<file path="src/hdl/shc_pkg.sv">
// Shared constants, types and helpers for the split class histogram unit.
package shc_pkg;

    localparam int MAX_BAGS    = 16;
    localparam int MAX_CLASSES = 16;
    localparam int FRAC_BITS   = 16;
    localparam int ACC_W       = 24 + FRAC_BITS;
    localparam int WGT_W       = 32;
    localparam int BAG_W       = $clog2(MAX_BAGS);
    localparam int CLS_W       = $clog2(MAX_CLASSES);
    localparam int ADDR_W      = BAG_W + CLS_W;
    localparam int CNT_W       = 5;
    localparam int CFG_W       = 32;
    localparam int CIDX_W      = 2;
    localparam int SCAN_LEN    = (MAX_BAGS > MAX_CLASSES) ? MAX_BAGS : MAX_CLASSES;

    localparam logic [2:0] OP_CLEAR = 3'd0;
    localparam logic [2:0] OP_ADD   = 3'd1;
    localparam logic [2:0] OP_SUB   = 3'd2;
    localparam logic [2:0] OP_SHIFT = 3'd3;
    localparam logic [2:0] OP_QUERY = 3'd4;

    localparam logic [CIDX_W-1:0] CFG_BAGS    = 2'd0;
    localparam logic [CIDX_W-1:0] CFG_CLASSES = 2'd1;
    localparam logic [CIDX_W-1:0] CFG_MIN     = 2'd2;

    localparam logic [CNT_W-1:0] NO_BAG = 5'd16;

    typedef logic signed [ACC_W-1:0] t_acc;
    typedef logic signed [ACC_W:0]   t_delta;

    typedef struct packed {
        logic              clr;
        logic              we;
        logic [ADDR_W-1:0] waddr;
        logic [ADDR_W-1:0] raddr;
    } t_mem_ctl;

    // True when a signed accumulator value is strictly positive.
    function automatic logic is_pos(input t_acc v);
        return !v[ACC_W-1] && (v != '0);
    endfunction

endpackage

</file>
<file path="src/hdl/shc_sat_add.sv">
// Shared saturating adder for all accumulator updates.
module shc_sat_add import shc_pkg::*; (
    input  t_acc   i_a,
    input  t_delta i_b,
    output t_acc   o_sum
);
    logic [ACC_W+1:0] sum;

    assign sum = {{2{i_a[ACC_W-1]}}, i_a} + {i_b[ACC_W], i_b};

    always_comb begin
        if ((sum[ACC_W+1:ACC_W-1] == 3'b000) || (sum[ACC_W+1:ACC_W-1] == 3'b111)) begin
            o_sum = t_acc'(sum[ACC_W-1:0]);
        end else if (sum[ACC_W+1]) begin
            o_sum = {1'b1, {(ACC_W-1){1'b0}}};
        end else begin
            o_sum = {1'b0, {(ACC_W-1){1'b1}}};
        end
    end
endmodule

</file>
<file path="config.mk">
export PLATFORM = sky130hd
export DESIGN_NAME = shc_sat_add
export DESIGN_NICKNAME = d
export VERILOG_FILES = /design/src/hdl/shc_pkg.sv /design/src/hdl/shc_sat_add.sv
export SDC_FILE = /design/constraint.sdc
export NUM_CORES = 1
export LEC_CHECK = 0
export BUFFER_PORTS_ARGS = -buffer_cell sky130_fd_sc_hd__clkbuf_2
export CORE_MARGIN = 1
export CORE_UTILIZATION = 35
export DETAILED_ROUTE_END_ITERATION = 8
export GPL_TIMING_DRIVEN = 0
export SYNTH_ARGS = -nofsm -noshare
export SYNTH_HDL_FRONTEND = slang
export SYNTH_SLANG_ARGS = --single-unit
</file>
<file path="constraint.sdc">
create_clock -name vclk -period 2.9
set_input_delay 0.145 -clock vclk [all_inputs]
set_output_delay 0.145 -clock vclk [all_outputs]
set_load 0.01 [all_outputs]
</file>
==> results.tsv <==
stage	metric	value	unit
detailed_routing	Routed Antenna Nets	0	
global_route	first-pass GRT wire length	15700	µm
worst_setup_path	Worst Path Arrival	2.92	ns
place	PortBufs	121	
power	NetSw	690	µW
flow_run	MaxCap Viol Count	0	
worst_hold_path	Hold Path Depth	4	
timing	setup tns final	-3.79	ns
power	Logic pwr share	1.000	
clock_network	Hold-fix buffers, CTS	0	
detailed_routing	DRT Pass-1 Iters	7	
detailed_routing	drt total wl	9590	µm
final_layout	Area Overhead vs Synth	43.5	%
worst_setup_path	critical-path maximum fanout	4	
timing	period utilization	1.06	
final_layout	Final Cell Area	4220	µm²
die	die width	93.6	µm
final_layout	Sequential cell area	0	µm²
status	outcome	finished with violations	
timing	Worst Tran Pin Value	0.516	ns
worst_setup_path	Crit Path Class	in -> out	
yosys	top cell type's share of synthesized area	0.175	
die	Initial Utilization	0.359	
final_layout	ant diodes	0	
global_route	grt ovf	0	
yosys	Post-Syn Instances	422	
yosys	Yosys top cell by area	ha_1	
timing	fin crit period	3.06	ns
power	Cell Pwr Density	310	nW/µm²
timing	RSZ-0062 raised after global routing	true	
worst_setup_path	startpoint types	input port	
place	post-DP HPWL	7350	µm
final_layout	post-layout util	0.516	
die	die height	93.6	µm
yosys	Ys Warns	0	
detailed_routing	DRC	0	
worst_hold_path	worst hold-check path type	in -> out	
detailed_routing	initial drt markers	190	
place	RePlAce Congestion	0.876	
worst_setup_path	WP data required	2.76	ns
power	Worst VDD drop	0.142	mV
worst_setup_path	CP endpoint kind	output pin	
final_layout	Final Net Count	694	
yosys	Post-Syn Area	2940	µm²
worst_hold_path	hold path endpoint	o_sum[0]	
timing	final setup margin	-0.162	ns
yosys	sequential-to-total area share from yosys stat	0	
power	switching share of power	0.528	
die	# rows	33	
timing	Final setup viols	39	
power	total chip power	1.31	mW
power	Clock Power Share	0	
global_route	GR Util All Layers	0.210	
global_route	initial antenna violation count	0	
yosys	synth unique cells	61	
detailed_routing	DR vias	3724	
detailed_routing	DR vias/cell	5.53	
final_layout	Seq Cell Count	0	
yosys	Mean Syn Cell Area	6.96	µm²
final_layout	clk_buf instances	0	
power	LEAKAGE	2.07	nW
detailed_routing	Wirelength per Cell	14.2	µm
die	core area	8180	µm²
die	die footprint	8760	µm²
status	violated checks	negative setup slack	
global_route	largest net degree at the start of global routing	11	
yosys	syn_nets	545	
yosys	synth top area cells	ha_1 (17%), a21o_1 (15%), a21oi_1 (7.3%), xnor2_1 (5.4%), nand2_1 (5.2%)	
worst_hold_path	min-delay src	i_b[0]	
final_layout	layout cells sized above 1	0.392	
final_layout	leading cell types in the layout, fill and taps excluded	clkbuf_2 (83), a21o_1 (57), nand2_1 (41), buf_2 (41), ha_1 (35)	
global_route	number of global-route vias before repair	3550	
timing	Slew Viols, Final	0	
power	Internal	616	µW
final_layout	leading cell type in the layout, fill and taps excluded	clkbuf_2	
power	Reg power frac	0	
place	DP Area	3670	µm²
die	# IOs	121	
timing	relative slew slack	0.652	
timing	Peak Freq	327	MHz
timing	Fin. Hold Viols	0	
==> stage by stage <==
stage / setup slack (ns) / instances / hold slack [ns]
2_1_floorplan: 0.201 / 422 / 0.522
3_3_place_gp: -0.407 / 648 / 0.689
3_5_place_dp: -0.412 / 648 / 0.694
4_1_cts: -0.132 / 667 / 0.724
5_1_grt: -0.270 / 674 / 0.700
6_report: -0.162 / 674 / 0.690
==> final cells by class <==
class | instances | area, µm²
Tap cell | 105 | 131
Fill cell | 833 | 3960
Multi-Input combinational cell | 388 | 3010
Timing Repair Buffer | 148 | 862
Buffer | 21 | 164
Inverter | 12 | 45.0
==> cells by family (layout without fill, tap and decap cells) <==
| logic type | Yosys count | in the layout | synth area share |
|---|---|---|---|
| buffers and inverters | 34 | 181 | 0.0575 |
| adder cells (fa/ha/maj) | 42 | 42 | 0.181 |
| XOR/XNOR | 32 | 32 | 0.0954 |
| AO/OA/AOI/OAI | 189 | 189 | 0.459 |
| AND/OR/NAND/NOR | 125 | 125 | 0.207 |
==> critical path, cell delays in order <==
cell       delay [ns]
buf_6            0.10
ha_4             0.15
fa_2             0.36
a21oi_2          0.14
nand4b_1         0.17
a21oi_2          0.11
o2111ai_2        0.20
a21o_1           0.26
a211oi_2         0.11
or3_1            0.39
o311ai_2         0.07
buf_4            0.17
buf_6            0.13
buf_6            0.11
a41o_1           0.17
buf_2            0.13
==> repair_timing <==
item,CTS,global route
gates resized for setup,42,67
pin swaps,22,25
cloned,1,1
setup buffers,18,7
setup endpoints to repair,39,39
==> cell usage after synthesis, drive strengths merged, types with 2 or more instances <==
cell,count
a2111oi,2
a211oi,9
a21o,57
a21oi,46
a31oi,7
a41o,4
and2,2
and3,8
buf,15
clkbuf,7
ha,41
inv,12
nand2,42
nand2b,2
nand3,15
nand4,5
nand4b,2
nor2,22
nor2b,8
nor3,9
nor4,2
o2111ai,2
o211ai,3
o21a,5
o21ai,29
o21bai,6
o311a,2
o311ai,2
o41ai,2
or2,2
or3,5
xnor2,18
xor2,14
==> routing by layer <==
metal  vias up  global-route usage  part of all wire
li1       1889                   -                 -
met1      1722               0.279              0.45
met2       109               0.391              0.50
met3         4             0.00650             0.046
met4         0              0.0128            0.0032
met5         -                   0                 0
==> power groups by stage <==
stage                     Sequential [mW]  Clock (mW)  Combinational [mW]
after detailed placement                0           0                1.12
after CTS                               0           0                1.24
after floorplan                         0           0               0.784
after global routing                    0           0                1.42
final                                   0           0                1.31
after global placement                  0           0                1.11
==> how the worst max path moves through the flow <==
stage	from	end	slack [ns]	cells past startpoint
2_1_floorplan	i_a[0]	o_sum[26]	0.20	13
3_3_place_gp	i_a[0]	o_sum[29]	-0.41	15
3_5_place_dp	i_a[0]	o_sum[29]	-0.41	15
4_1_cts	i_b[0]	o_sum[34]	-0.13	16
5_1_grt	i_a[0]	o_sum[31]	-0.27	16
6_report	i_a[0]	o_sum[31]	-0.16	16
Power figures use the tool's default switching activity.
